## config.mk

```make
export PLATFORM = sky130hd
export DESIGN_NAME = circular_byte_fifo_with_peek
export DESIGN_NICKNAME = d
export VERILOG_FILES = /design/src/sv/cbf_pkg.sv /design/src/sv/cbf_ctrl.sv /design/src/sv/cbf_datapath.sv /design/src/sv/circular_byte_fifo_with_peek.sv
export SDC_FILE = /design/constraint.sdc
export NUM_CORES = 1
export LEC_CHECK = 0
export BUFFER_PORTS_ARGS = -buffer_cell sky130_fd_sc_hd__buf_4
export CORE_MARGIN = 5
export CORE_UTILIZATION = 31
export DETAILED_ROUTE_END_ITERATION = 8
export SETUP_SLACK_MARGIN = 0.4
export SLEW_MARGIN = 30
export SYNTH_ARGS = -nofsm -noshare
export SYNTH_HDL_FRONTEND = slang
export SYNTH_SLANG_ARGS = --single-unit
```

## constraint.sdc

```tcl
create_clock -name clk_i -period 5.04 [get_ports clk_i]
set_input_delay 1.008 -clock clk_i [delete_from_list [all_inputs] [get_ports clk_i]]
set_output_delay 1.008 -clock clk_i [all_outputs]
set_load 0.01 [all_outputs]
```

## src/sv/cbf_pkg.sv

```systemverilog
package cbf_pkg;

  localparam int unsigned DepthDefault = 64;
  localparam logic [6:0] CapacityReset = 7'd64;

  typedef enum logic [1:0] {
    ACT_ADD    = 2'd0,
    ACT_REMOVE = 2'd1,
    ACT_PEEK   = 2'd2,
    ACT_NOP    = 2'd3
  } action_e;

  typedef struct packed {
    action_e           action;
    logic signed [7:0] data_in;
    logic [6:0]        position;
  } in_item_t;

  typedef struct packed {
    logic              status;
    logic signed [7:0] read_data;
    logic [6:0]        item_count;
  } out_item_t;

  typedef enum logic [4:0] {
    ST_IDLE = 5'b00001,
    ST_EXEC = 5'b00010,
    ST_MOD  = 5'b00100,
    ST_READ = 5'b01000,
    ST_DONE = 5'b10000
  } state_e;

  typedef struct packed {
    logic load_item;
    logic exec;
    logic mod_step;
    logic read;
    logic load_out;
  } ctrl_cmd_t;

  typedef struct packed {
    logic peek_hit;
    logic mod_last;
  } dp_status_t;

endpackage

```

## src/sv/cbf_ctrl.sv

```systemverilog
module cbf_ctrl (
  input  logic               clk_i,
  input  logic               rst_ni,
  input  logic               in_valid_i,
  output logic               in_ready_o,
  output logic               out_valid_o,
  input  logic               out_ready_i,
  input  cbf_pkg::dp_status_t status_i,
  output cbf_pkg::ctrl_cmd_t  cmd_o
);

  cbf_pkg::state_e state_q, state_d;
  logic out_valid_q, out_valid_d;

  always_comb begin
    state_d = state_q;
    cmd_o = '0;
    in_ready_o = 1'b0;
    case (state_q)
      cbf_pkg::ST_IDLE: begin
        in_ready_o = 1'b1;
        if (in_valid_i) begin
          cmd_o.load_item = 1'b1;
          state_d = cbf_pkg::ST_EXEC;
        end
      end
      cbf_pkg::ST_EXEC: begin
        cmd_o.exec = 1'b1;
        state_d = status_i.peek_hit ? cbf_pkg::ST_MOD : cbf_pkg::ST_DONE;
      end
      cbf_pkg::ST_MOD: begin
        cmd_o.mod_step = 1'b1;
        if (status_i.mod_last) begin
          state_d = cbf_pkg::ST_READ;
        end
      end
      cbf_pkg::ST_READ: begin
        cmd_o.read = 1'b1;
        state_d = cbf_pkg::ST_DONE;
      end
      cbf_pkg::ST_DONE: begin
        if (!out_valid_q || out_ready_i) begin
          cmd_o.load_out = 1'b1;
          state_d = cbf_pkg::ST_IDLE;
        end
      end
      default: begin
        state_d = cbf_pkg::ST_IDLE;
      end
    endcase
  end

  always_comb begin
    out_valid_d = out_valid_q;
    if (cmd_o.load_out) begin
      out_valid_d = 1'b1;
    end else if (out_ready_i) begin
      out_valid_d = 1'b0;
    end
  end

  always_ff @(posedge clk_i or negedge rst_ni) begin
    if (!rst_ni) begin
      state_q <= cbf_pkg::ST_IDLE;
      out_valid_q <= 1'b0;
    end else begin
      state_q <= state_d;
      out_valid_q <= out_valid_d;
    end
  end

  assign out_valid_o = out_valid_q;

endmodule

```

## src/sv/cbf_datapath.sv

```systemverilog
module cbf_datapath #(
  parameter int unsigned DEPTH = cbf_pkg::DepthDefault
) (
  input  logic                clk_i,
  input  logic                rst_ni,
  input  logic                cfg_we_i,
  input  logic [6:0]          cfg_wdata_i,
  input  cbf_pkg::in_item_t   in_item_i,
  output cbf_pkg::out_item_t  out_item_o,
  input  cbf_pkg::ctrl_cmd_t  cmd_i,
  output cbf_pkg::dp_status_t status_o
);

  localparam int unsigned IW   = $clog2(DEPTH);
  localparam int unsigned CAPW = $clog2(DEPTH + 1);
  localparam int unsigned SW   = $clog2(DEPTH + 128);
  localparam int unsigned BW   = $clog2(SW);

  logic signed [7:0] mem [DEPTH];

  cbf_pkg::in_item_t  item_q;
  cbf_pkg::out_item_t out_item_q;

  logic [6:0]      capacity_q, capacity_d;
  logic [IW-1:0]   newest_q, newest_d;
  logic [IW-1:0]   oldest_q, oldest_d;
  logic [6:0]      held_q, held_d;
  logic [CAPW-1:0] cap_use;

  logic              res_status_q, res_status_d;
  logic [6:0]        res_count_q;
  logic signed [7:0] res_rd_q;

  logic [SW-1:0]   sum_q;
  logic [CAPW-1:0] rem_q;
  logic [BW-1:0]   bit_q;
  logic [CAPW:0]   shifted;

  logic full, hit, mem_we;
  logic [IW-1:0] newest_next;

  function automatic logic [IW-1:0] advance(logic [IW-1:0] idx, logic [CAPW-1:0] cap);
    logic [31:0] nxt;
    nxt = 32'(idx) + 32'd1;
    if (nxt >= 32'(cap)) begin
      return '0;
    end
    return IW'(nxt);
  endfunction

  always_comb begin
    if (capacity_q == 7'd0) begin
      cap_use = CAPW'(1);
    end else if (32'(capacity_q) > DEPTH) begin
      cap_use = CAPW'(DEPTH);
    end else begin
      cap_use = CAPW'(capacity_q);
    end
  end

  assign full = 32'(held_q) >= 32'(cap_use);
  assign hit = (item_q.action == cbf_pkg::ACT_PEEK) && (held_q != 7'd0) &&
               (item_q.position != 7'd0) && (item_q.position <= held_q);
  assign newest_next = (held_q != 7'd0) ? advance(newest_q, cap_use) : newest_q;

  always_comb begin
    capacity_d = cfg_we_i ? cfg_wdata_i : capacity_q;
    newest_d = newest_q;
    oldest_d = oldest_q;
    held_d = held_q;
    res_status_d = 1'b0;
    mem_we = 1'b0;
    case (item_q.action)
      cbf_pkg::ACT_ADD: begin
        if (full) begin
          res_status_d = 1'b1;
        end else begin
          mem_we = cmd_i.exec;
          newest_d = newest_next;
          held_d = held_q + 7'd1;
        end
      end
      cbf_pkg::ACT_REMOVE: begin
        if (held_q == 7'd0) begin
          res_status_d = 1'b1;
        end else begin
          if (held_q != 7'd1) begin
            oldest_d = advance(oldest_q, cap_use);
          end
          held_d = held_q - 7'd1;
        end
      end
      cbf_pkg::ACT_PEEK: begin
        res_status_d = 1'b0;
      end
      default: begin
        res_status_d = 1'b1;
      end
    endcase
  end

  always_ff @(posedge clk_i or negedge rst_ni) begin
    if (!rst_ni) begin
      capacity_q <= cbf_pkg::CapacityReset;
      newest_q <= '0;
      oldest_q <= '0;
      held_q <= '0;
    end else begin
      capacity_q <= capacity_d;
      if (cmd_i.exec) begin
        newest_q <= newest_d;
        oldest_q <= oldest_d;
        held_q <= held_d;
      end
    end
  end

  assign shifted = {rem_q, sum_q[bit_q]};

  always_ff @(posedge clk_i) begin
    if (cmd_i.load_item) begin
      item_q <= in_item_i;
    end
    if (cmd_i.exec) begin
      res_status_q <= res_status_d;
      res_count_q <= held_d;
      sum_q <= SW'(32'(oldest_q) + 32'(item_q.position) - 32'd1);
      rem_q <= '0;
      bit_q <= BW'(SW - 1);
    end
    if (cmd_i.mod_step) begin
      if (shifted >= {1'b0, cap_use}) begin
        rem_q <= CAPW'(shifted - {1'b0, cap_use});
      end else begin
        rem_q <= CAPW'(shifted);
      end
      bit_q <= bit_q - BW'(1);
    end
    if (cmd_i.load_out) begin
      out_item_q.status <= res_status_q;
      out_item_q.read_data <= res_rd_q;
      out_item_q.item_count <= res_count_q;
    end
  end

  always_ff @(posedge clk_i) begin
    if (mem_we) begin
      mem[newest_next] <= item_q.data_in;
    end
    if (cmd_i.exec) begin
      res_rd_q <= '0;
    end else if (cmd_i.read) begin
      res_rd_q <= mem[rem_q[IW-1:0]];
    end
  end

  assign status_o.peek_hit = hit;
  assign status_o.mod_last = (bit_q == '0);
  assign out_item_o = out_item_q;

endmodule

```

## src/sv/circular_byte_fifo_with_peek.sv

```systemverilog
// flow: an accepted item goes through EXEC and then DONE, where the result is loaded;
//   a peek in range adds SW bit-serial modulo steps in MOD and a read in READ, with
//   SW = clog2(DEPTH + 128) (8 at DEPTH 64); one item at a time, taken only in IDLE
// reset: indices and count cleared, capacity 64, entry store not cleared
module circular_byte_fifo_with_peek #(
  parameter int unsigned DEPTH = cbf_pkg::DepthDefault
) (
  input  logic               clk_i,
  input  logic               rst_ni,
  input  logic               cfg_we_i,
  input  logic [6:0]         cfg_wdata_i,
  input  logic               in_valid_i,
  output logic               in_ready_o,
  input  cbf_pkg::in_item_t  in_item_i,
  output logic               out_valid_o,
  input  logic               out_ready_i,
  output cbf_pkg::out_item_t out_item_o
);

  cbf_pkg::ctrl_cmd_t  cmd;
  cbf_pkg::dp_status_t status;

  cbf_ctrl u_ctrl (
    .clk_i       (clk_i),
    .rst_ni      (rst_ni),
    .in_valid_i  (in_valid_i),
    .in_ready_o  (in_ready_o),
    .out_valid_o (out_valid_o),
    .out_ready_i (out_ready_i),
    .status_i    (status),
    .cmd_o       (cmd)
  );

  cbf_datapath #(
    .DEPTH(DEPTH)
  ) u_datapath (
    .clk_i       (clk_i),
    .rst_ni      (rst_ni),
    .cfg_we_i    (cfg_we_i),
    .cfg_wdata_i (cfg_wdata_i),
    .in_item_i   (in_item_i),
    .out_item_o  (out_item_o),
    .cmd_i       (cmd),
    .status_o    (status)
  );

endmodule

```

Yosys cells after proc, flatten, opt, wreduce, memory -nomap -nowiden
Memories as Yosys holds them, arrays and structs flattened. A register that Yosys moved wholly into a read port is not among the register bits.
Index checks and enable logic that the tools add are counted.
{ "totals": {"n_memories": 1, "out_inout_bits": 18, "word_cells": 106, "reg_bits": 91, "ramBits": 512} }
{ "memory_table": {"columns": ["memory", "depth", "word_bits", "read_ports", "rd_ports_with_merged_regs", "write_ports", "line", "text"], "rows": [
  ["u_datapath.mem", 64, 8, 1, 1, 1, "cbf_datapath.sv:19", "logic signed [7:0] mem [DEPTH];"]
]} }
{ "classes": {"muxes": 44, "n_bitwise": 2, "eq_ne": 11, "add_sub_neg": 8, "reduce_logical": 16, "n_lt_le_gt_ge": 7} }
{ "op_table": {"columns": ["operator", "n"], "rows": [
  ["greater-or-equal comparator 32 x 7 -> 1 bit", 2],
  ["2-to-1 mux 7 bit", 7],
  ["2-to-1 mux 6 bit", 5],
  ["case mux 5 bit (5 select lines)", 1],
  ["2-to-1 mux 1 bit", 22],
  ["2-to-1 mux 5 bit", 4],
  ["adder 6 x 1 -> 7 bit, second input constant", 2],
  ["logical NOT 7 bit", 2],
  ["case mux 7 bit (2 select lines)", 1],
  ["nonzero test 7 bit", 2],
  ["adder 6 x 7 -> 8 bit", 1],
  ["greater-or-equal comparator 8 x 7 -> 1 bit", 1],
  ["subtractor 8 x 1 -> 8 bit, second input constant", 1],
  ["adder 7 x 1 -> 7 bit, second input constant", 1],
  ["greater-or-equal comparator 7 bit", 1],
  ["greater-than comparator 7 bit, second input constant", 1],
  ["less-or-equal comparator 7 bit", 1],
  ["inequality test 7 x 1 -> 1 bit, second input constant", 1],
  ["subtractor 7 x 1 -> 7 bit, second input constant", 1],
  ["subtractor 7 bit", 1],
  ["2-to-1 mux 3 bit", 2],
  ["AND reduction 3 bit", 2],
  ["equality test 5 x 1 -> 1 bit, second input constant", 1],
  ["equality test 5 x 2 -> 1 bit, second input constant", 1],
  ["other kinds (19)", 24]
]} }

Longest topological paths before layout
Gate-level depths: netlist (run 1).
{ "depth": {"word_depth": 9, "ltp_mapped": 14} }

Hierarchy
A second synthesis (run 1) with hierarchy kept.
{ "hier_totals": {"cells_unflattened": 1598, "area_unflattened_um2": 25864.8} }
{ "by_module_without_submodules": {"columns": ["module", "seq_area_each_um2", "instances", "cells_per_inst", "area_per_inst_um2"], "rows": [
  ["cbf_datapath", 17958.5, 1, 1556, 25489.4],
  ["cbf_ctrl", 151.4, 1, 42, 375.4]
]} }

Worst setup path before layout (run 1)
No wires, ideal clock.
{ "synth_timing": {"kind": "flip-flop to flip-flop", "from": "reg u_datapath.newest_q[1]", "to": "mem u_datapath.mem[35][0], enable pin", "arrival_ns": 3.493, "path_stages_with_launch": 14, "path_slack_ns": 1.152, "required_ns": 4.645, "period_less_slack_ns": 3.888, "setup_time_ns": 0.395, "path_buffers": 2, "path_cell_list": "dfrtp_1 > clkbuf_1 > and3_1 > nand3_1 > xor2_1 > inv_1 > ha_1 > nand4_1 > and3_1 > o21ai_1 > o31ai_1 > o21ai_4 > buf_4 > nor4_1"} }
{ "synth_via": {"elab_chain_cells": 5} }
{ "synth_rtl": {"columns": ["item", "line", "text"], "rows": [
  ["start, declared", "cbf_datapath.sv:25", "logic [IW-1:0] newest_q, newest_d;"],
  ["start signal, assigned", "cbf_datapath.sv:111", "newest_q <= newest_d;"],
  ["adder 6 x 1 -> 7 bit", "cbf_datapath.sv:44", "nxt = 32'(idx) + 32'd1;"],
  ["greater-or-equal comparator 32 x 7 -> 1 bit", "cbf_datapath.sv:45", "if (nxt >= 32'(cap)) begin"],
  ["2-to-1 mux 1 bit", "cbf_datapath.sv:45", null],
  ["2-to-1 mux 6 bit", "cbf_datapath.sv:48", "return IW'(nxt);"],
  ["2-to-1 mux 6 bit *", "cbf_datapath.sv:64", "assign newest_next = (held_q != 7'd0) ? advance(newest_q, cap_use) : newest_q;"],
  ["end, declared", "cbf_datapath.sv:19", null]
]} }
Every way passes the cells marked *; elsewhere a longest branch is shown, timed or not.

Worst setup path in the final report (run 1)
{ "layout_timing": {"from": "reg u_datapath.newest_q[0]", "to": "mem u_datapath.mem[63][1], enable pin"} }
The elaborated chain is that of the path after synthesis.

==> results of run 1 <==
worst paths after layout:
check | startpoint | end | slack [ns] | cells after the start
max in group asynchronous | rst_ni | u_ctrl.state_q[0] | 4.28 | 1
worst max register to register | u_datapath.newest_q[0] | u_datapath.mem[63][1] | 0.75 | 12
min in group clk_i | u_datapath.res_count_q[1] | u_datapath.out_item_o[1] | 0.41 | 0
worst min-delay path | rst_ni | u_datapath.capacity_q[0] | 0.39 | 1
worst max-delay path | u_datapath.newest_q[0] | u_datapath.mem[63][1] | 0.75 | 12
worst min register to register | u_datapath.res_count_q[1] | u_datapath.out_item_o[1] | 0.41 | 0
logic make-up (layout without fill, tap and decap cells):
kind of cell	Yosys count	in the layout	share of synthesized area [%]
multiplexers	180	180	14.1
buffers and inverters	138	301	2.28
AND/OR/NAND/NOR	289	289	5.60
adder cells (fa/ha/maj)	56	56	2.77
XOR/XNOR	24	24	0.813
AO/OA/AOI/OAI	172	172	4.42
flip-flops	611	611	70.0
worst reg2reg max path: stages, from the launching register on:
cell and delay (ns):
dfrtp_1 0.59, ha_1 0.36, and3_1 0.29, xnor2_1 0.18, inv_1 0.09, ha_1 0.30, nand4_1 0.09, and3_1 0.20
o21a_1 0.46, a21bo_2 0.23, nand3_1 0.33, nor3_1 0.64, buf_4 0.25
registers in the layout, indices dropped and copies added, names as in the netlist:
name and count:
u_datapath.mem 512, u_datapath.item_q 17, u_datapath.out_item_o 16, u_datapath.res_rd_q 8
u_datapath.sum_q 8, u_datapath.capacity_q 7, u_datapath.held_q 7, u_datapath.rem_q 7
u_datapath.res_count_q 7, u_datapath.newest_q 6, u_datapath.oldest_q 6, u_ctrl.state_q 5
u_datapath.bit_q 3, u_ctrl.out_valid_o 1, u_datapath.res_status_q 1
metal layers:
metal | global-route usage, % | vias up | routed length [um]
met5 | 0 | - | 0
met4 | 4.04 | 0 | 1440
met3 | 2.51 | 86 | 3690
met2 | 21.3 | 450 | 28500
met1 | 17.9 | 7115 | 25100
li1 | - | 6131 | -
layout make-up:
cell class / instances / area share (%)
Clock buffer: 83 / 5.88
Clock inverter: 35 / 1.14
Inverter: 61 / 0.765
Multi-Input combinational cell: 721 / 24.0
Sequential cell: 611 / 60.5
Tap cell: 1080 / 4.52
Timing Repair Buffer: 122 / 3.19
power by group:
part           internal, mW  leakage [nW]  total (mW)  switching (mW)
Clock                  2.75          1.02        4.69            1.94
Combinational         0.813          3.27        2.21            1.40
Sequential             5.98          5.60        6.16           0.180
layout by cell type, fill, tap and decap left out, types with 19 or more instances in the layout:
| cell type | n |
|---|---|
| xnor2_1 | 19 |
| inv_1 | 59 |
| nand2_1 | 51 |
| mux4_2 | 146 |
| nand3_1 | 19 |
| clkbuf_16 | 68 |
| nor3_1 | 59 |
| dfrtp_1 | 30 |
| nor2b_1 | 26 |
| o21ai_0 | 50 |
| buf_4 | 119 |
| nor2_1 | 71 |
| ha_1 | 54 |
| mux2i_1 | 27 |
| a21oi_1 | 30 |
| edfxtp_1 | 571 |
per-stage QoR:
step / total power [mW] / instances / worst slack, ns / hold WS (ns)
finish: 13.1 / 2713 / 0.753 / 0.388
global route: 13.6 / 2713 / 0.509 / 0.404
CTS: 13.2 / 2713 / 0.829 / 0.366
detailed placement: 8.49 / 2595 / 0.846 / 0.405
global placement: 8.43 / 2595 / 0.780 / 0.410
floorplan: 7.74 / 1470 / 1.15 / 0.400
==> impl_metrics.ini, run 1 <==
[outcome]
outcome = complete, no violations

[floorplanning]
coreArea_um2 = 83200
io_pins = 47
die_w_um = 299
die_h_um = 299
initial_utilization_pct = 31.1
num_rows = 106
dieArea_um2 = 89300

[grt]
grt_start_max_net_pins = 89
grt_overflow_total = 0
grt_pass1_wl_um = 89700
grt_usage_pct = 13.1
first_global_vias = 14200
antenna_found_initial = 1

[pwr]
ir_drop_mv = 0.209
p_leak_nw = 9.89
p_per_area_nw_per_um2 = 436

[drt]
via_count = 13800
viasPerCell = 5.08
ant_nets = 0
post-route-drc-count = 0
first_pass_iters = 5
routedWlPerCell_um = 21.6
totalWireLength_um = 58700
initialDrtViolationCount = 1355

[clock_network]
htreeDepth = 3
cts_hold_buf = 0
cts_root_buf = clkbuf_16
cts_resized = 0
clk_path_buf_depth = 3
clkTransAtPathRegs_ns = 0.06
clkSinkCount = 611
cts-buffers-inserted = 66
postCtsSetupBuffers = 0
clkLatencyLatePin_ns = 0.59
cts_tree = yes

[sta]
fin_crit_sh_pct = 85.1
worst_pin_slew_ns = 0.992
relSlewSlack_pct = 33.9
grt_setup_unrepaired = no
fmax_ghz = 0.233
fin_crit_ns = 4.29
setup_tns_ns = 0
final-max-slew-violation-count = 0
fin_skew_ns = 0.0196
setup_viol = 0
finalHoldViolCount = 0

[logic_synthesis]
syn_nets = 1555
ys_types = 66
synth_area_leaders = edfxtp_1 (66%), mux4_2 (13%), dfrtp_1 (2.9%)
yosysSeqAreaShare_pct = 70.0
netlist_area_um2 = 25900
synth_top_area_share_pct = 66.3
yosysWarnings = 0
yosysMostFrequentCell = edfxtp_1
ys_seq_elements = 611
yosysTopAreaCell = edfxtp_1
avgSynthCellArea_um2 = 17.6
synth_edf_count = 571
syn_inst = 1470
ys.flop_type = edfxtp_1
synthTopCellsByCount = edfxtp_1 (571), mux4_2 (146), nor2_1 (71)
async_flop_share_pct = 5.24

[layout]
final_net_count = 1668
final_util_pct = 36.0
drive_above_1_share_pct = 23.7
n_fill_cell = 7601
regArea_um2 = 18100
areaGrowthSynthToFinish_pct = 15.7
antenna_cells = 0
fin_area_um2 = 29900
multi_input_area_um2 = 7170

[worst_setup_path]
cp-end-kind = flop
crit_slowest_cell = nor3_1
crit_chain = ha_1 > and3_1 > xnor2_1 > inv_1 > ha_1 > nand4_1 > and3_1 > o21a_1 > a21bo_2 > nand3_1 > nor3_1 > buf_4
slowest_delay_ns = 0.64
critPathBufInv = 2
critical_path_class = flop to flop
required_ns = 5.35
arrival_ns = 4.60
cp-start-kind = flop
cp_max_fo = 15
crit_family = simple AND/OR/NAND/NOR gates

[placed_design]
io_buffers = 46
dp_hpwl_um = 37400
gp_congestion = 0.853
place_area_um2 = 27800

[min_path]
hold_class = primary input to asynchronous set/reset pin

[run]
drv_cap = 0
(Power assumes the default switching activity.)
==> run 2: changes to the inputs <==
==> constraint.sdc (replaced) <==
create_clock -name clk_i -period 4.9 [get_ports clk_i]
set_input_delay 0.245 -clock clk_i [delete_from_list [all_inputs] [get_ports clk_i]]
set_output_delay 0.245 -clock clk_i [all_outputs]
set_load 0.01 [all_outputs]
==> impl_metrics.ini, run 2 (synthesis results as in run 1) <==
[layout]
n_fill_cell = 7564
multi_input_area_um2 = 7170
final_net_count = 1707
regArea_um2 = 18100
layoutNonFillerInstCount = 2753
largest-register = u_datapath.mem
layout_common_cells = edfxtp_1 (571), mux4_2 (146), buf_4 (129), nor2_1 (71), clkbuf_16 (61)
largest_reg_flops = 512
drive_above_1_share_pct = 23.8
areaGrowthSynthToFinish_pct = 16.7
final_common_cell = edfxtp_1

[sta]
finalHoldViolCount = 0
fin_crit_sh_pct = 87.2
setup_tns_ns = 0
final-max-slew-violation-count = 0
hold_ws_ns = 0.168
setup_viol = 0
grt_setup_unrepaired = no
worst_pin_slew_ns = 0.985
fin_skew_ns = 0.0292
relSlewSlack_pct = 34.3
fin_crit_ns = 4.27
fmax_ghz = 0.234

[placed_design]
dp.cells = 2608
dp_hpwl_um = 38500
io_buffers = 46
gp_congestion = 0.840

[worst_setup_path]
cp-start-kind = flop
r2r_cells = 11
cp_max_fo = 15
r2r-start = u_datapath.newest_q[0]
required_ns = 5.14
r2r-end = u_datapath.mem[9][5]
critical_path_class = flop to flop
arrival_ns = 4.52
r2r_slack_ns = 0.63
cp-end-kind = flop

[pwr]
p_per_area_nw_per_um2 = 438
finalPower_mw = 13.2
p_leak_nw = 10.0
ir_drop_mv = 0.268

[clock_network]
cts_resized = 0
cts_root_buf = clkbuf_16
htreeDepth = 2
clkSinkCount = 611
cts_tree = yes
clkTransAtPathRegs_ns = 0.06
cts-buffers-inserted = 61
clk_path_buf_depth = 3
clkLatencyLatePin_ns = 0.63

[grt]
first_global_vias = 14400
grt_usage_pct = 13.3
grt_overflow_total = 0
grt_pass1_wl_um = 91100
grt_start_max_net_pins = 72
antenna_found_initial = 1

[drt]
post-route-drc-count = 0
initialDrtViolationCount = 1162
ant_nets = 0
totalWireLength_um = 60200
first_pass_iters = 5
routedWlPerCell_um = 21.9
viasPerCell = 5.08
via_count = 14000

[floorplanning]
die_h_um = 299
dieArea_um2 = 89300
coreArea_um2 = 83200
io_pins = 47
num_rows = 106
die_w_um = 299
initial_utilization_pct = 31.1

[run]
drv_cap = 0

[min_path]
hold_class = primary input to asynchronous set/reset pin

[outcome]
outcome = complete, no violations
[run 2: cell type report]
| class | instances | share of cell area (%) |
|---|---|---|
| clock inverter | 31 | 0.937 |
| timing repair buffer | 166 | 4.58 |
| antenna | 1 | 0.00830 |
| sequential | 611 | 60.0 |
| clock buffer | 82 | 5.42 |
| inverter | 61 | 0.759 |
| tap | 1080 | 4.48 |
| multi-input combinational | 721 | 23.8 |
[run 2: how the worst max path moves through the flow]
stage / from / endpoint / slack [ns] / cells past startpoint
floorplan: u_datapath.newest_q[1] / u_datapath.mem[35][0] / 1.01 / 13
global placement: u_datapath.newest_q[0] / u_datapath.mem[29][0] / 0.70 / 11
detailed placement: u_datapath.newest_q[0] / u_datapath.mem[1][6] / 0.78 / 11
CTS: u_datapath.newest_q[0] / u_datapath.mem[9][5] / 0.75 / 11
global route: u_datapath.newest_q[0] / u_datapath.mem[35][6] / 0.40 / 12
finish: u_datapath.newest_q[0] / u_datapath.mem[9][5] / 0.63 / 11
[run 2: metal layers]
layer	routed length, um	part of all wire, %	global-route usage [%]	up-vias
li1	-	-	-	6194
met1	25500	42	18.1	7203
met2	28900	48	21.9	499
met3	3840	6.4	2.22	103
met4	1900	3.1	4.50	0
met5	0	0	0	-
[run 2: power breakdown]
| group | switching [mW] | internal (mW) | total (mW) |
|---|---|---|---|
| Sequential | 0.200 | 6.15 | 6.34 |
| Clock | 1.98 | 2.52 | 4.50 |
| Combinational | 1.48 | 0.885 | 2.37 |
[run 2: stage by stage]
step | worst slack, ns | utilization (%) | cell area [um2]
2_1_floorplan | 1.01 | - | 25900
3_3_place_gp | 0.697 | 33.6 | 27900
3_5_place_dp | 0.783 | 33.6 | 27900
4_1_cts | 0.750 | 36.3 | 30200
5_1_grt | 0.400 | 36.3 | 30200
6_report | 0.625 | 36.3 | 30200
[run 2: repair_timing]
item	CTS	global route
endpoints found under the hold margin	60	0
setup buffers	0	0
hold buffers	30	0
[run 2: worst max-delay path, cell delays in order, from the launching register on]
cell,delay (ns)
dfrtp_1,0.62
and3_1,0.33
nand3_1,0.12
xor2_1,0.43
inv_1,0.10
ha_1,0.33
nand4_1,0.10
and3_1,0.18
o21a_1,0.45
nand4_1,0.16
a211o_1,0.46
nor2_1,0.61
